**src/hw/rtl/sss_pkg.sv**
```systemverilog
// Shared types, constants and helpers for the sample set statistics block.
// No dependencies; imported by sss_datapath, sss_ctrl and the top level.
package sss_pkg;

   localparam int MaxSamplesDef  = 1024;
   localparam int ValueWidthDef  = 32;
   localparam int PctNum         = 5;
   localparam int PctDen         = 20;
   localparam int WeightWidth    = 16;
   localparam int OutValWidth    = 32;
   localparam int SdWidth        = 31;
   localparam int CountOutWidth  = 11;
   localparam int RspDataBits    = 7 * OutValWidth + OutValWidth + SdWidth + CountOutWidth + 1;
   localparam int RspDataWidth   = ((RspDataBits + 7) / 8) * 8;

   // percentile positions in twentieths
   localparam logic [4:0] PctK [PctNum] = '{5'd1, 5'd5, 5'd10, 5'd15, 5'd19};

   typedef enum logic [4:0] {
      ST_IDLE, ST_MDIV0, ST_MDIV, ST_MFIN, ST_VRD, ST_VLD, ST_VMUL, ST_VDIV0, ST_VDIV,
      ST_SQ0, ST_SQ, ST_CRD, ST_CLD, ST_SCAN, ST_TAIL, ST_CHK, ST_IMUL, ST_IADD, ST_OUT
   } state_type;

   typedef struct packed {
      logic       load;
      logic       clear;
      logic       div_mean;
      logic       div_var;
      logic       div_step;
      logic       mean_done;
      logic       acc_clr;
      logic       var_load;
      logic       mul_step;
      logic       sqrt_start;
      logic       sqrt_step;
      logic       cand_load;
      logic       scan_rd;
      logic       chk;
      logic       int_mul;
      logic       int_add;
      logic [2:0] pidx;
   } cmd_type;

   // floor(rem * 65536 / 20), rem in 0..19, as a constant table
   function automatic logic [WeightWidth-1:0] pct_weight(input logic [4:0] rem);
      logic [WeightWidth-1:0] w;
      case (rem)
         5'd0:    w = 16'd0;
         5'd1:    w = 16'd3276;
         5'd2:    w = 16'd6553;
         5'd3:    w = 16'd9830;
         5'd4:    w = 16'd13107;
         5'd5:    w = 16'd16384;
         5'd6:    w = 16'd19660;
         5'd7:    w = 16'd22937;
         5'd8:    w = 16'd26214;
         5'd9:    w = 16'd29491;
         5'd10:   w = 16'd32768;
         5'd11:   w = 16'd36044;
         5'd12:   w = 16'd39321;
         5'd13:   w = 16'd42598;
         5'd14:   w = 16'd45875;
         5'd15:   w = 16'd49152;
         5'd16:   w = 16'd52428;
         5'd17:   w = 16'd55705;
         5'd18:   w = 16'd58982;
         5'd19:   w = 16'd62259;
         default: w = '0;
      endcase
      return w;
   endfunction

endpackage

```
**src/hw/rtl/sss_ctrl.sv**
```systemverilog
// Controller state machine: sequences load, mean, variance, root, selection
// and interpolation phases. Uses sss_pkg.
module sss_ctrl #(
   parameter int MAX_SAMPLES = sss_pkg::MaxSamplesDef,
   parameter int VALUE_WIDTH = sss_pkg::ValueWidthDef
) (
   input  logic                              clock,
   input  logic                              reset,
   input  logic                              req_tvalid,
   input  logic                              req_tlast,
   output logic                              req_tready,
   output logic                              rsp_tvalid,
   input  logic                              rsp_tready,
   input  logic [$clog2(MAX_SAMPLES+1)-1:0]  cnt,
   output sss_pkg::cmd_type                  cmd,
   output logic [$clog2(MAX_SAMPLES)-1:0]    addr
);
   import sss_pkg::*;

   localparam int VW   = VALUE_WIDTH;
   localparam int AW   = $clog2(MAX_SAMPLES);
   localparam int CW   = $clog2(MAX_SAMPLES + 1);
   localparam int DIVW = 2 * VW + CW;
   localparam int RW   = (DIVW + 1) / 2;
   localparam int STW  = $clog2(DIVW);

   state_type      state_ff, state_in;
   logic [CW-1:0]  i_ff, i_in, j_ff, j_in, last_idx;
   logic [STW-1:0] step_ff, step_in;
   logic [2:0]     p_ff, p_in;
   logic           div_done, mul_done, sq_done;

   assign last_idx = cnt - 1'b1;
   assign div_done = step_ff == STW'(DIVW - 1);
   assign mul_done = step_ff == STW'(VW - 1);
   assign sq_done  = step_ff == STW'(RW - 1);

   // next state
   always_comb begin
      state_in = state_ff;
      unique case (state_ff)
         ST_IDLE:  if (req_tvalid && req_tlast) state_in = ST_MDIV0;
         ST_MDIV0: state_in = ST_MDIV;
         ST_MDIV:  if (div_done) state_in = ST_MFIN;
         ST_MFIN:  state_in = ST_VRD;
         ST_VRD:   state_in = ST_VLD;
         ST_VLD:   state_in = ST_VMUL;
         ST_VMUL:  if (mul_done) state_in = (i_ff == last_idx) ? ST_VDIV0 : ST_VRD;
         ST_VDIV0: state_in = ST_VDIV;
         ST_VDIV:  if (div_done) state_in = ST_SQ0;
         ST_SQ0:   state_in = ST_SQ;
         ST_SQ:    if (sq_done) state_in = ST_CRD;
         ST_CRD:   state_in = ST_CLD;
         ST_CLD:   state_in = ST_SCAN;
         ST_SCAN:  if (j_ff == last_idx) state_in = ST_TAIL;
         ST_TAIL:  state_in = ST_CHK;
         ST_CHK:   state_in = (i_ff == last_idx) ? ST_IMUL : ST_CRD;
         ST_IMUL:  state_in = ST_IADD;
         ST_IADD:  state_in = (p_ff == 3'(PctNum - 1)) ? ST_OUT : ST_IMUL;
         ST_OUT:   if (rsp_tready) state_in = ST_IDLE;
         default:  state_in = ST_IDLE;
      endcase
   end

   // loop counters
   always_comb begin
      i_in    = i_ff;
      j_in    = j_ff;
      p_in    = p_ff;
      step_in = '0;
      case (state_ff) inside
         ST_MDIV, ST_VDIV, ST_SQ: step_in = step_ff + 1'b1;
         ST_VMUL: begin
            step_in = step_ff + 1'b1;
            if (mul_done) i_in = i_ff + 1'b1;
         end
         ST_MFIN, ST_SQ0: i_in = '0;
         ST_CLD:  j_in = '0;
         ST_SCAN: j_in = j_ff + 1'b1;
         ST_CHK:  begin
            i_in = i_ff + 1'b1;
            p_in = '0;
         end
         ST_IADD: p_in = p_ff + 1'b1;
         default: ;
      endcase
   end

   // outputs
   always_comb begin
      cmd        = '0;
      cmd.pidx   = p_ff;
      req_tready = 1'b0;
      rsp_tvalid = 1'b0;
      addr       = (state_ff == ST_SCAN) ? j_ff[AW-1:0] : i_ff[AW-1:0];
      unique case (state_ff)
         ST_IDLE: begin
            req_tready = 1'b1;
            cmd.load   = req_tvalid;
         end
         ST_MDIV0: cmd.div_mean = 1'b1;
         ST_MDIV:  cmd.div_step = 1'b1;
         ST_MFIN: begin
            cmd.mean_done = 1'b1;
            cmd.acc_clr   = 1'b1;
         end
         ST_VRD:   ;
         ST_VLD:   cmd.var_load = 1'b1;
         ST_VMUL:  cmd.mul_step = 1'b1;
         ST_VDIV0: cmd.div_var = 1'b1;
         ST_VDIV:  cmd.div_step = 1'b1;
         ST_SQ0:   cmd.sqrt_start = 1'b1;
         ST_SQ:    cmd.sqrt_step = 1'b1;
         ST_CRD:   ;
         ST_CLD:   cmd.cand_load = 1'b1;
         ST_SCAN:  cmd.scan_rd = 1'b1;
         ST_TAIL:  ;
         ST_CHK:   cmd.chk = 1'b1;
         ST_IMUL:  cmd.int_mul = 1'b1;
         ST_IADD:  cmd.int_add = 1'b1;
         ST_OUT: begin
            rsp_tvalid = 1'b1;
            cmd.clear  = rsp_tready;
         end
         default: ;
      endcase
   end

   always_ff @(posedge clock) begin
      if (reset) begin
         state_ff <= ST_IDLE;
         i_ff     <= '0;
         j_ff     <= '0;
         step_ff  <= '0;
         p_ff     <= '0;
      end else begin
         state_ff <= state_in;
         i_ff     <= i_in;
         j_ff     <= j_in;
         step_ff  <= step_in;
         p_ff     <= p_in;
      end
   end
endmodule

```
**config.mk**
```make
export PLATFORM = sky130hd
export DESIGN_NAME = sss_ctrl
export DESIGN_NICKNAME = d
export VERILOG_FILES = /design/src/hw/rtl/sss_pkg.sv /design/src/hw/rtl/sss_ctrl.sv
export SDC_FILE = /design/constraint.sdc
export NUM_CORES = 1
export LEC_CHECK = 0
export ABC_AREA = 1
export BUFFER_PORTS_ARGS = -buffer_cell sky130_fd_sc_hd__buf_2
export CAP_MARGIN = 20
export CORE_MARGIN = 5
export CORE_UTILIZATION = 30
export CTS_BUF_LIST = sky130_fd_sc_hd__clkbuf_4 sky130_fd_sc_hd__clkbuf_8
export DETAILED_ROUTE_END_ITERATION = 10
export GPL_TIMING_DRIVEN = 1
export SETUP_SLACK_MARGIN = 0.05
export SYNTH_ARGS = -nofsm -noshare
export SYNTH_HDL_FRONTEND = slang
export SYNTH_SLANG_ARGS = --single-unit
```
**constraint.sdc**
```tcl
create_clock -name clock -period 2.3 [get_ports clock]
set_input_delay 0.23 -clock clock [delete_from_list [all_inputs] [get_ports clock]]
set_output_delay 0.23 -clock clock [all_outputs]
set_load 0.01 [all_outputs]
```
==> results of run 1 <==
cell type report:
class / instances / area (um2) / share of cell area, %
multi-input cells: 353 / 1770 / 53.2
flip-flops and latches: 37 / 741 / 22.2
inverters: 82 / 310 / 9.30
repair buffers: 50 / 264 / 7.91
well taps: 129 / 161 / 4.84
clock buffers: 6 / 76.3 / 2.29
clock inverters: 2 / 10.0 / 0.300
cell families (layout without fill, tap and decap cells):
logic type / Yosys count / in the layout / synth area share, %
flip-flops: 37 / 37 / 26.0
XOR/XNOR: 9 / 9 / 2.77
AND/OR/NAND/NOR: 281 / 281 / 44.4
adder cells (fa/ha/maj): 8 / 8 / 3.52
AO/OA/AOI/OAI: 55 / 55 / 11.2
buffers and inverters: 88 / 140 / 12.1
critical path, delay by kind of cell, from the launching register on:
| family | cells | cell delay (ns) |
|---|---|---|
| AO/OA/AOI/OAI | 1 | 0.07 |
| flip-flops | 1 | 0.34 |
| AND/OR/NAND/NOR | 3 | 0.32 |
| buffers and inverters | 5 | 0.78 |
layer usage:
layer  GRT usage, %  wire length (um)  vias up
met4           4.33                97        0
met2           23.2              3560      105
met5              0                 0        -
li1               -                 -     1639
met1           19.2              3780     1379
met3           2.76               658        8
layout by cell type (no fill, tap or decap), drive strengths merged:
master	n
nor4	5
o211ai	2
nand4	5
dfxtp	37
a2111oi	1
nand3	62
buf	50
xor2	8
clkinv	2
o21ai	24
inv	82
o31ai	2
o41ai	1
nor3b	2
o2111a	1
nor2	67
nor3	15
xnor2	1
nand2	124
ha	8
or2	1
a211oi	3
a21oi	20
a31oi	1
clkbuf	6
stage by stage:
| step | worst slack (ns) | total power [mW] | instances | hold slack (ns) |
|---|---|---|---|---|
| final | 0.285 | 1.51 | 659 | 0.279 |
| after global routing | 0.0712 | 1.61 | 659 | 0.285 |
| after CTS | 0.121 | 1.52 | 659 | 0.271 |
| after detailed placement | 0.149 | 1.06 | 651 | 0.484 |
| after global placement | 0.209 | 1.06 | 651 | 0.478 |
| after floorplan | 0.535 | 0.943 | 478 | 0.430 |
power by group:
part	leakage (nW)	internal, mW	switching (mW)
registers	0.298	0.655	0.0211
clock network	0.0484	0.222	0.237
logic	1.26	0.136	0.241
total	1.61	1.01	0.499
final timing paths:
path               startpoint         end  slack, ns  depth (start not counted)
setup / recovery  state_ff[4]     addr[1]       0.28                          9
setup reg to reg   step_ff[0]     i_ff[9]       0.34                          8
hold reg to reg    step_ff[0]  step_ff[0]       0.50                          1
hold / removal          reset     j_ff[0]       0.28                          2
sequential cells by signal (all words and copies together), names as in the netlist:
| register | cells |
|---|---|
| i_ff | 11 |
| j_ff | 11 |
| p_ff | 3 |
| state_ff | 5 |
| step_ff | 7 |
what timing repair did:
| action | in CTS | in global routing |
|---|---|---|
| endpoints found under the setup margin | 0 | 5 |
| hold endpoints to repair | 0 | 0 |
| hold buffers | 0 | 0 |
| gates resized for setup | 0 | 4 |
| setup buffers | 0 | 0 |
==> metrics, run 1 <==
status=complete, no violations; Placement Cell Area=3230 um2; Congestion Overflow GR=0; Tot GR Track Use=14.3%; die area=11500 um2; Max Slew Vio Count=0; starting density of the core=30.8%; post-route cell area=3340 um2; DR vias=3131; fmax=496 MHz; worst-margin pin slew=0.367 ns; gpl congestion=0.881; CP Max Fanout=20; worst-skew pair later-pin latency=0.29 ns; ant diodes=0; mean area per synthesized cell=5.96 um2; clk root buf=clkbuf_8; Final ANT Viol Nets=0; Synth warnings=0; 1st-iter DRT viols=211; Mapped Cells=478; Clk pin slew, worst setup/hold paths=0.08 ns; synth top area cells=dfxtp_1 26%, nand2_1 16%, nand3_1 11%, inv_1 9.9%, nor2_1 8.2%; CP arrival=1.79 ns; Final setup viols=0; Distinct cells, synth=37; DP HPWL=6700 um; ys async rst share=0%; DRT Pass-1 Iters=5; first-pass GRT wire length=13500 um; Setup CP Type=flop to output pin; DRC errors left=0; CTS tree=done; Most used DFF post-synth=dfxtp_1; Total Nets Final=553; drt wl/cell=12.3 um; fin crit period=2.02 ns; layout cells sized above 1=16.2%; RSZ-0062 raised after global routing=no; Setup Skew=0.0121 ns; Num Clock Sinks=37; final hold violations=0; post-synth top area share=26.0%; worst path cell trace=inv_1, nand3_2, inv_1, nand2_1, buf_6, inv_1, nand2_1, o21ai_0, buf_2; register area share after synthesis=26.0%; Yosys top cell by area=dfxtp_1; maximum VDD drop=0.000234 V; CP dominant cell by count=inv_1; DIE HEIGHT=107 um; leakage=1.61 nW; EDFF count, synth=0; cts bufs inserted=5; Pwr Density=453 nW/um2; final wirelength=8100 um; setup TNS=0 ns; initial antenna violation count=0; FILL cells=1036; Startpoint Class=flop; Port Buffers=46; CP max stage delay=0.34 ns; vias per cell=4.75; final core utilization=36.1%; slew margin rel.=75.3%; die width=107 um; core area=9240 um2; syn nets=502; most instantiated cells after synthesis=120 x nand2_1, 75 x inv_1, 62 x nor2_1; I/O pin count=47; Crit-path slowest cell=dfxtp_1; count leader, synth=nand2_1; Area growth, synth to finish=17.2%; standard-cell rows=35; pin count of the biggest net entering global routing=21; Seq cells post-synth=37; vias in the first global route=2857; Max Cap Viol=0; Hold Path Class=input pin to flop; mapped cell area=2850 um2; Final Cycle Share=87.6%; worst endpoint required time=2.07 ns; clk buf depth=2; H-tree levels=2; critical path capture point type=output pin
Note: power is estimated with default switching activity, not from simulation.
==> run 2, diff against run 1 <==
--- a/config.mk
+++ b/config.mk
@@ -11,3 +11,3 @@
 export CORE_MARGIN = 5
-export CORE_UTILIZATION = 30
+export CORE_UTILIZATION = 45
 export CTS_BUF_LIST = sky130_fd_sc_hd__clkbuf_4 sky130_fd_sc_hd__clkbuf_8
@@ -15,2 +15,3 @@
 export GPL_TIMING_DRIVEN = 1
+export PLACE_DENSITY = 0.66
 export SETUP_SLACK_MARGIN = 0.05
--- a/constraint.sdc
+++ b/constraint.sdc
@@ -3,2 +3,2 @@
 set_output_delay 0.23 -clock clock [all_outputs]
-set_load 0.01 [all_outputs]
+set_load 0.1 [all_outputs]
==> run 2 against run 1 <==
  * Sequential share of layout area shrank 1.0 points
  * Combinational power grew 55%
  * Critical path depth down 2
  * Power up 15%
  * Utilization is 20 points higher
  * Fmax fell by 4.2%
  * Via count down 0.64%
  * Register-to-register slack lost 0.10 ns
==> metrics, run 2 (same netlist as run 1, synthesis figures left out) <==
status=complete, no violations; 1st-iter DRT viols=224 (+6.2%); final core utilization=56.0% (+20 points); CP Max Fanout=8 (-60%); DRT Pass-1 Iters=5 (unchanged); maximum VDD drop=0.000694 V (+200%); Congestion Overflow GR=0 (unchanged); die area=8020 um2 (-31%); clk buf depth=2 (unchanged); layout cells sized above 1=18.2% (+2.0 points); clk root buf=clkbuf_8; H-tree levels=2 (unchanged); CP dominant cell by count=inv_1; most frequent cells in the layout=120 x nand2_1, 75 x inv_1, 59 x nand3_1; Setup Skew=0.00731 ns (-0.00476 ns); standard-cell rows=29 (-17%); final hold violations=0 (unchanged); setup TNS=0 ns (unchanged); Final WS setup=0.196 ns (-0.0891 ns); cts bufs inserted=5 (unchanged); Placement Cell Area=3380 um2 (+4.4%); first-pass GRT wire length=12900 um (-3.8%); Total Nets Final=552 (-0.18%); DP HPWL=6410 um (-4.3%); worst reg2reg endpoint=i_ff[9]; worst endpoint required time=2.07 ns (about the same); DIE HEIGHT=89.6 um (-17%); CTS tree=done; initial antenna violation count=0 (unchanged); largest registers=i_ff (11), j_ff (11), step_ff (7); final wirelength=7870 um (-2.8%); Final setup viols=0 (unchanged); Max Slew Vio Count=0 (unchanged); starting density of the core=45.6% (+15 points); Startpoint Class=flop; Pwr Density=496 nW/um2 (+9.4%); min-delay src=reset; CP arrival=1.87 ns (+0.08 ns); fin crit period=2.10 ns (+0.0891 ns); drt wl/cell=13.0 um (+5.8%); Max Cap Viol=0 (unchanged); Setup CP Type=flop to output pin; Hold Path Class=input pin to flop; fmax=475 MHz (-4.2%); worst-skew pair later-pin latency=0.29 ns (about the same); Port Buffers=46 (unchanged); Num Clock Sinks=37 (unchanged); Area growth, synth to finish=22.7%; post-route cell area=3490 um2 (+4.7%); R2R Path Start=state_ff[0]; commonest non-fill, non-tap cell in the layout=nand2_1; Final Cycle Share=91.5% (+3.9 points); WHS Path Cells=2 (unchanged); Final ANT Viol Nets=0 (unchanged); Crit-path slowest cell=dfxtp_1; ant diodes=0 (unchanged); worst path cell trace=inv_1, nand3_2, inv_1, nand2_1, buf_4, o21ai_1, buf_12; Pwr Total=1.73 mW (+15%); DR vias=3111 (-0.64%); vias in the first global route=2890 (+1.2%); cell count of the worst reg-to-reg path=11 (+3); leakage=1.64 nW (+1.9%); worst-margin pin slew=0.493 ns (+0.125 ns); critical path capture point type=output pin; Setup WS pre-CTS=0.0660 ns (-0.0834 ns); CP max stage delay=0.33 ns (about the same); die width=89.6 um (-17%); Min-Delay Endpoint=state_ff[0]; slack of the worst reg-to-reg path=0.24 ns (-0.10 ns); RSZ-0062 raised after global routing=yes; Clk pin slew, worst setup/hold paths=0.07 ns (about the same); pin count of the biggest net entering global routing=13 (-38%); Tot GR Track Use=20.5% (+6.2 points); DRC errors left=0 (unchanged); vias per cell=5.14 (+8.2%); slew margin rel.=67.4% (-7.9 points); core area=6240 um2 (-32%); gpl congestion=0.960 (+9.0%); FILL cells=635 (-39%); I/O pin count=47 (unchanged)
## run 2: cell count changes in the layout (fill, tap and decap cells not counted), moves of 3 or more
cell and delta:
clkbuf_4 +3, o21ai_2 +3, nor2_1 -3, buf_2 -15, o21ai_0 -10, o21ai_1 +7
buf_12 +11, nor2_2 +3
## run 2: layout make-up
type / count / area (um2) / area share [%]
clock buffer: 7 / 90.1 / 2.58
tap: 77 / 96.3 / 2.76
multi-input combinational: 353 / 1830 / 52.3
timing repair buffer: 49 / 428 / 12.2
sequential: 37 / 741 / 21.2
inverter: 82 / 310 / 8.88
## run 2: per-stage QoR
| step | cells | hold slack (ns) |
|---|---|---|
| global placement | 598 | 0.481 |
| detailed placement | 598 | 0.497 |
| finish | 605 | 0.267 |
| CTS | 605 | 0.257 |
| global route | 605 | 0.271 |
| floorplan | 478 | 0.430 |
## run 2: critical path, delay by kind of cell (launching register included)
kind                   cells  cell delay, ns
AOI/OAI and AO/OA          1            0.26
buffers and inverters      4            0.72
DFF                        1            0.33
and+or+nand+nor            2            0.28
## run 2: where the power goes
| part | internal, mW | switching (mW) | total [mW] |
|---|---|---|---|
| sequential | 0.656 | 0.0226 | 0.678 |
| combinational | 0.137 | 0.449 | 0.585 |
| clock | 0.250 | 0.219 | 0.468 |
## run 2: worst max path at each step
stage	slack, ns	end	startpoint
global route	0.03	addr[1]	state_ff[4]
global placement	0.16	state_ff[3]	cnt[0]
finish	0.20	addr[4]	state_ff[4]
CTS	0.10	cmd[3]	state_ff[2]
detailed placement	0.07	state_ff[3]	cnt[0]
floorplan	-0.67	i_ff[5]	state_ff[4]
## run 2: metal layers
metal  wire (um)  global-route usage [%]  vias to the layer above
met3         385                    2.67                       11
li1            -                       -                     1637
met4         143                    5.95                        0
met1        3710                    26.5                     1369
met2        3630                    35.5                       94
met5           0                       0                        -
## run 2: timing repair
item,CTS,global route
resized for setup,0,9
endpoints found under the setup margin,0,16
hold buffers,0,0
buffers inserted,0,0
==> run 3, diff against run 2 <==
- ABC_AREA: 1 -> 0
==> run 3 against run 2 <==
  * Area after synthesis decreased by 1.8%
  * First-iteration DRC count decreased by 52%
  * Cell count decreased by 22%
  * Global-route usage decreased by 0.64 points
  * Worst hold slack got worse by 0.0020 ns
  * Fmax decreased by 3.2%
  * Utilization increased by 6.2 points
  * Worst setup slack got worse by 0.070 ns
  * Clock power increased by 2%
  * Via count decreased by 16%
  * Die area decreased by 1.6%
  * Clock-buffer cell count decreased by 2
  * Critical path type unchanged
  * Largest power group is now combinational logic
==> metrics, run 3 <==
status=complete, no violations; ys async rst share=0% (unchanged); worst-skew pair later-pin latency=0.30 ns (about the same); gpl congestion=0.876 (-8.8%); register area=747 um2 (+0.84%); Setup CP Type=flop to output pin; Final Cycle Share=94.5% (+3.0 points); vias in the first global route=2614 (-9.6%); Distinct cells, synth=60 (+62%); leakage=1.47 nW (-10%); standard-cell rows=28 (-3.4%); slew margin rel.=66.6% (-0.75 points); Pwr Density=602 nW/um2 (+21%); worst-margin pin slew=0.494 ns (+0.000943 ns); DRT Pass-1 Iters=4 (-1); largest registers=i_ff (11), j_ff (11), step_ff (7); Startpoint Class=flop; Total Nets Final=422 (-24%); synth top area cells=dfxtp_1 26%, xnor2_1 9.7%, xor2_1 7.2%, nor2_1 6.3%, mux2_2 4.0%; final hold violations=0 (unchanged); ant diodes=0 (unchanged); initial antenna violation count=0 (unchanged); most frequent cells in the layout=43 x nor2_1, 32 x dfxtp_1, 31 x xnor2_1, 31 x buf_2, 25 x buf_4; syn nets=365 (-27%); EDFF count, synth=0 (unchanged); post-route cell area=3720 um2 (+6.6%); Final ANT Viol Nets=0 (unchanged); Final setup viols=0 (unchanged); register area share after synthesis=26.5% (+0.47 points); final wirelength=7440 um (-5.4%); DIE HEIGHT=88.9 um (-0.78%); DRC errors left=0 (unchanged); Most used DFF post-synth=dfxtp_1; fin crit period=2.17 ns (+0.0698 ns); slack of the worst reg-to-reg path=0.29 ns (+0.05 ns); commonest non-fill, non-tap cell in the layout=nor2_1; Seq cells post-synth=37 (unchanged); FILL cells=507 (-20%); CP Launch Point=state_ff[1]; Num Clock Sinks=37 (unchanged); Multi-input gate area=2070 um2 (+13%); Mapped Cells=341 (-29%); WHS=0.265 ns (-0.00201 ns); core area=5990 um2 (-4.0%); CTS tree=done; worst endpoint required time=2.07 ns (about the same); I/O pin count=47 (unchanged); cell count of the worst reg-to-reg path=9 (-2); final core utilization=62.2% (+6.2 points); die area=7890 um2 (-1.6%); Yosys top cell by area=dfxtp_1; DP HPWL=5680 um (-11%); mapped cell area=2800 um2 (-1.8%); critical path capture point type=output pin; layout cells sized above 1=32.1% (+14 points); pin count of the biggest net entering global routing=17 (+4); 1st-iter DRT viols=108 (-52%); Clk pin slew, worst setup/hold paths=0.08 ns (about the same); Congestion Overflow GR=0 (unchanged); drt wl/cell=15.7 um (+21%); Placement Cell Area=3560 um2 (+5.4%); Max Slew Vio Count=0 (unchanged); DR vias=2618 (-16%); vias per cell=5.52 (+7.4%); RSZ-0062 raised after global routing=no; first-pass GRT wire length=12400 um (-4.2%); worst reg2reg endpoint=i_ff[8]; CP arrival=1.94 ns (+0.07 ns); Setup crit end=addr[0]; Synth warnings=0 (unchanged); most instantiated cells after synthesis=47 x nor2_1, 37 x dfxtp_1, 31 x xnor2_1; H-tree levels=2 (unchanged); count leader, synth=nor2_1; Tot GR Track Use=19.9% (-0.64 points); Port Buffers=46 (unchanged); cts bufs inserted=5 (unchanged); Max Cap Viol=0 (unchanged); Area growth, synth to finish=33.1%; post-synth top area share=26.5% (+0.47 points); clk buf depth=2 (unchanged); R2R Path Start=step_ff[0]; mean area per synthesized cell=8.20 um2 (+38%); CP Max Fanout=16 (+8); die width=88.9 um (-0.78%); Hold Path Class=input pin to flop; maximum VDD drop=0.00128 V (+85%); Post-CTS Hold Buffers=0 (unchanged); clk root buf=clkbuf_8; Setup Skew=0.00933 ns (+0.00202 ns); fmax=460 MHz (-3.2%); starting density of the core=46.7% (+1.1 points)
-- run 3: kinds of logic (layout without fill, tap and decap cells) --
| family | Yosys count | count (layout) | share of synthesized area (%) |
|---|---|---|---|
| XOR/XNOR | 59 | 59 | 20.7 |
| flip-flops | 37 | 37 | 26.5 |
| AND/OR/NAND/NOR | 152 | 152 | 29.1 |
| adder cells (fa/ha/maj) | 8 | 8 | 3.58 |
| buffers and inverters | 34 | 92 | 5.19 |
| multiplexers | 12 | 12 | 4.92 |
| AO/OA/AOI/OAI | 39 | 39 | 10.0 |
-- run 3: cell type report --
class	instances	area share, %
inverter	11	1.21
multi-input combinational	270	55.7
clock buffer	5	1.85
sequential	37	20.1
tap	75	2.52
clock inverter	3	0.571
timing repair buffer	73	18.1
-- run 3: worst min-delay path by stage --
stage                          start          end  slack (ns)  cells past startpoint
after floorplan                reset  state_ff[3]        0.41                      3
after global placement    step_ff[0]   step_ff[0]        0.47                      1
after detailed placement  step_ff[0]   step_ff[0]        0.48                      1
after CTS                      reset  state_ff[4]        0.26                      2
after global routing           reset      j_ff[0]        0.29                      2
final                          reset  state_ff[4]        0.26                      2
-- run 3: power breakdown --
group	switching (mW)	internal (mW)	total [mW]
Sequential	0.0261	0.670	0.696
Combinational	0.751	0.318	1.07
Clock	0.262	0.215	0.477
-- run 3: per-layer routing --
metal / vias to the layer above / GRT usage (%) / wire (um)
met3: 8 / 4.28 / 442
met5: - / 0 / 0
met2: 76 / 33.1 / 3660
li1: 1298 / - / -
met4: 0 / 7.69 / 119
met1: 1236 / 25.1 / 3220
-- run 3: repair_timing --
action	in CTS	in global routing
setup buffers	0	5
pin swaps	0	2
setup endpoints to repair	10	16
gates resized for setup	1	10
-- run 3: critical path, cell delays in order (launching register included) --
cell and delay (ns):
dfxtp_1 0.33, or3b_4 0.45, nor2_4 0.14, buf_12 0.17
mux2_2 0.38, buf_12 0.17
-- run 3: stage by stage --
stage          cells  total power [mW]  TNS (ns)  setup slack (ns)
2_1_floorplan    341              1.55    -0.604           -0.0934
3_3_place_gp     461              1.70         0            0.0507
3_5_place_dp     461              1.71   -0.0959           -0.0544
4_1_cts          469              2.20         0            0.0586
5_1_grt          474              2.34         0            0.0614
6_report         474              2.24         0             0.126
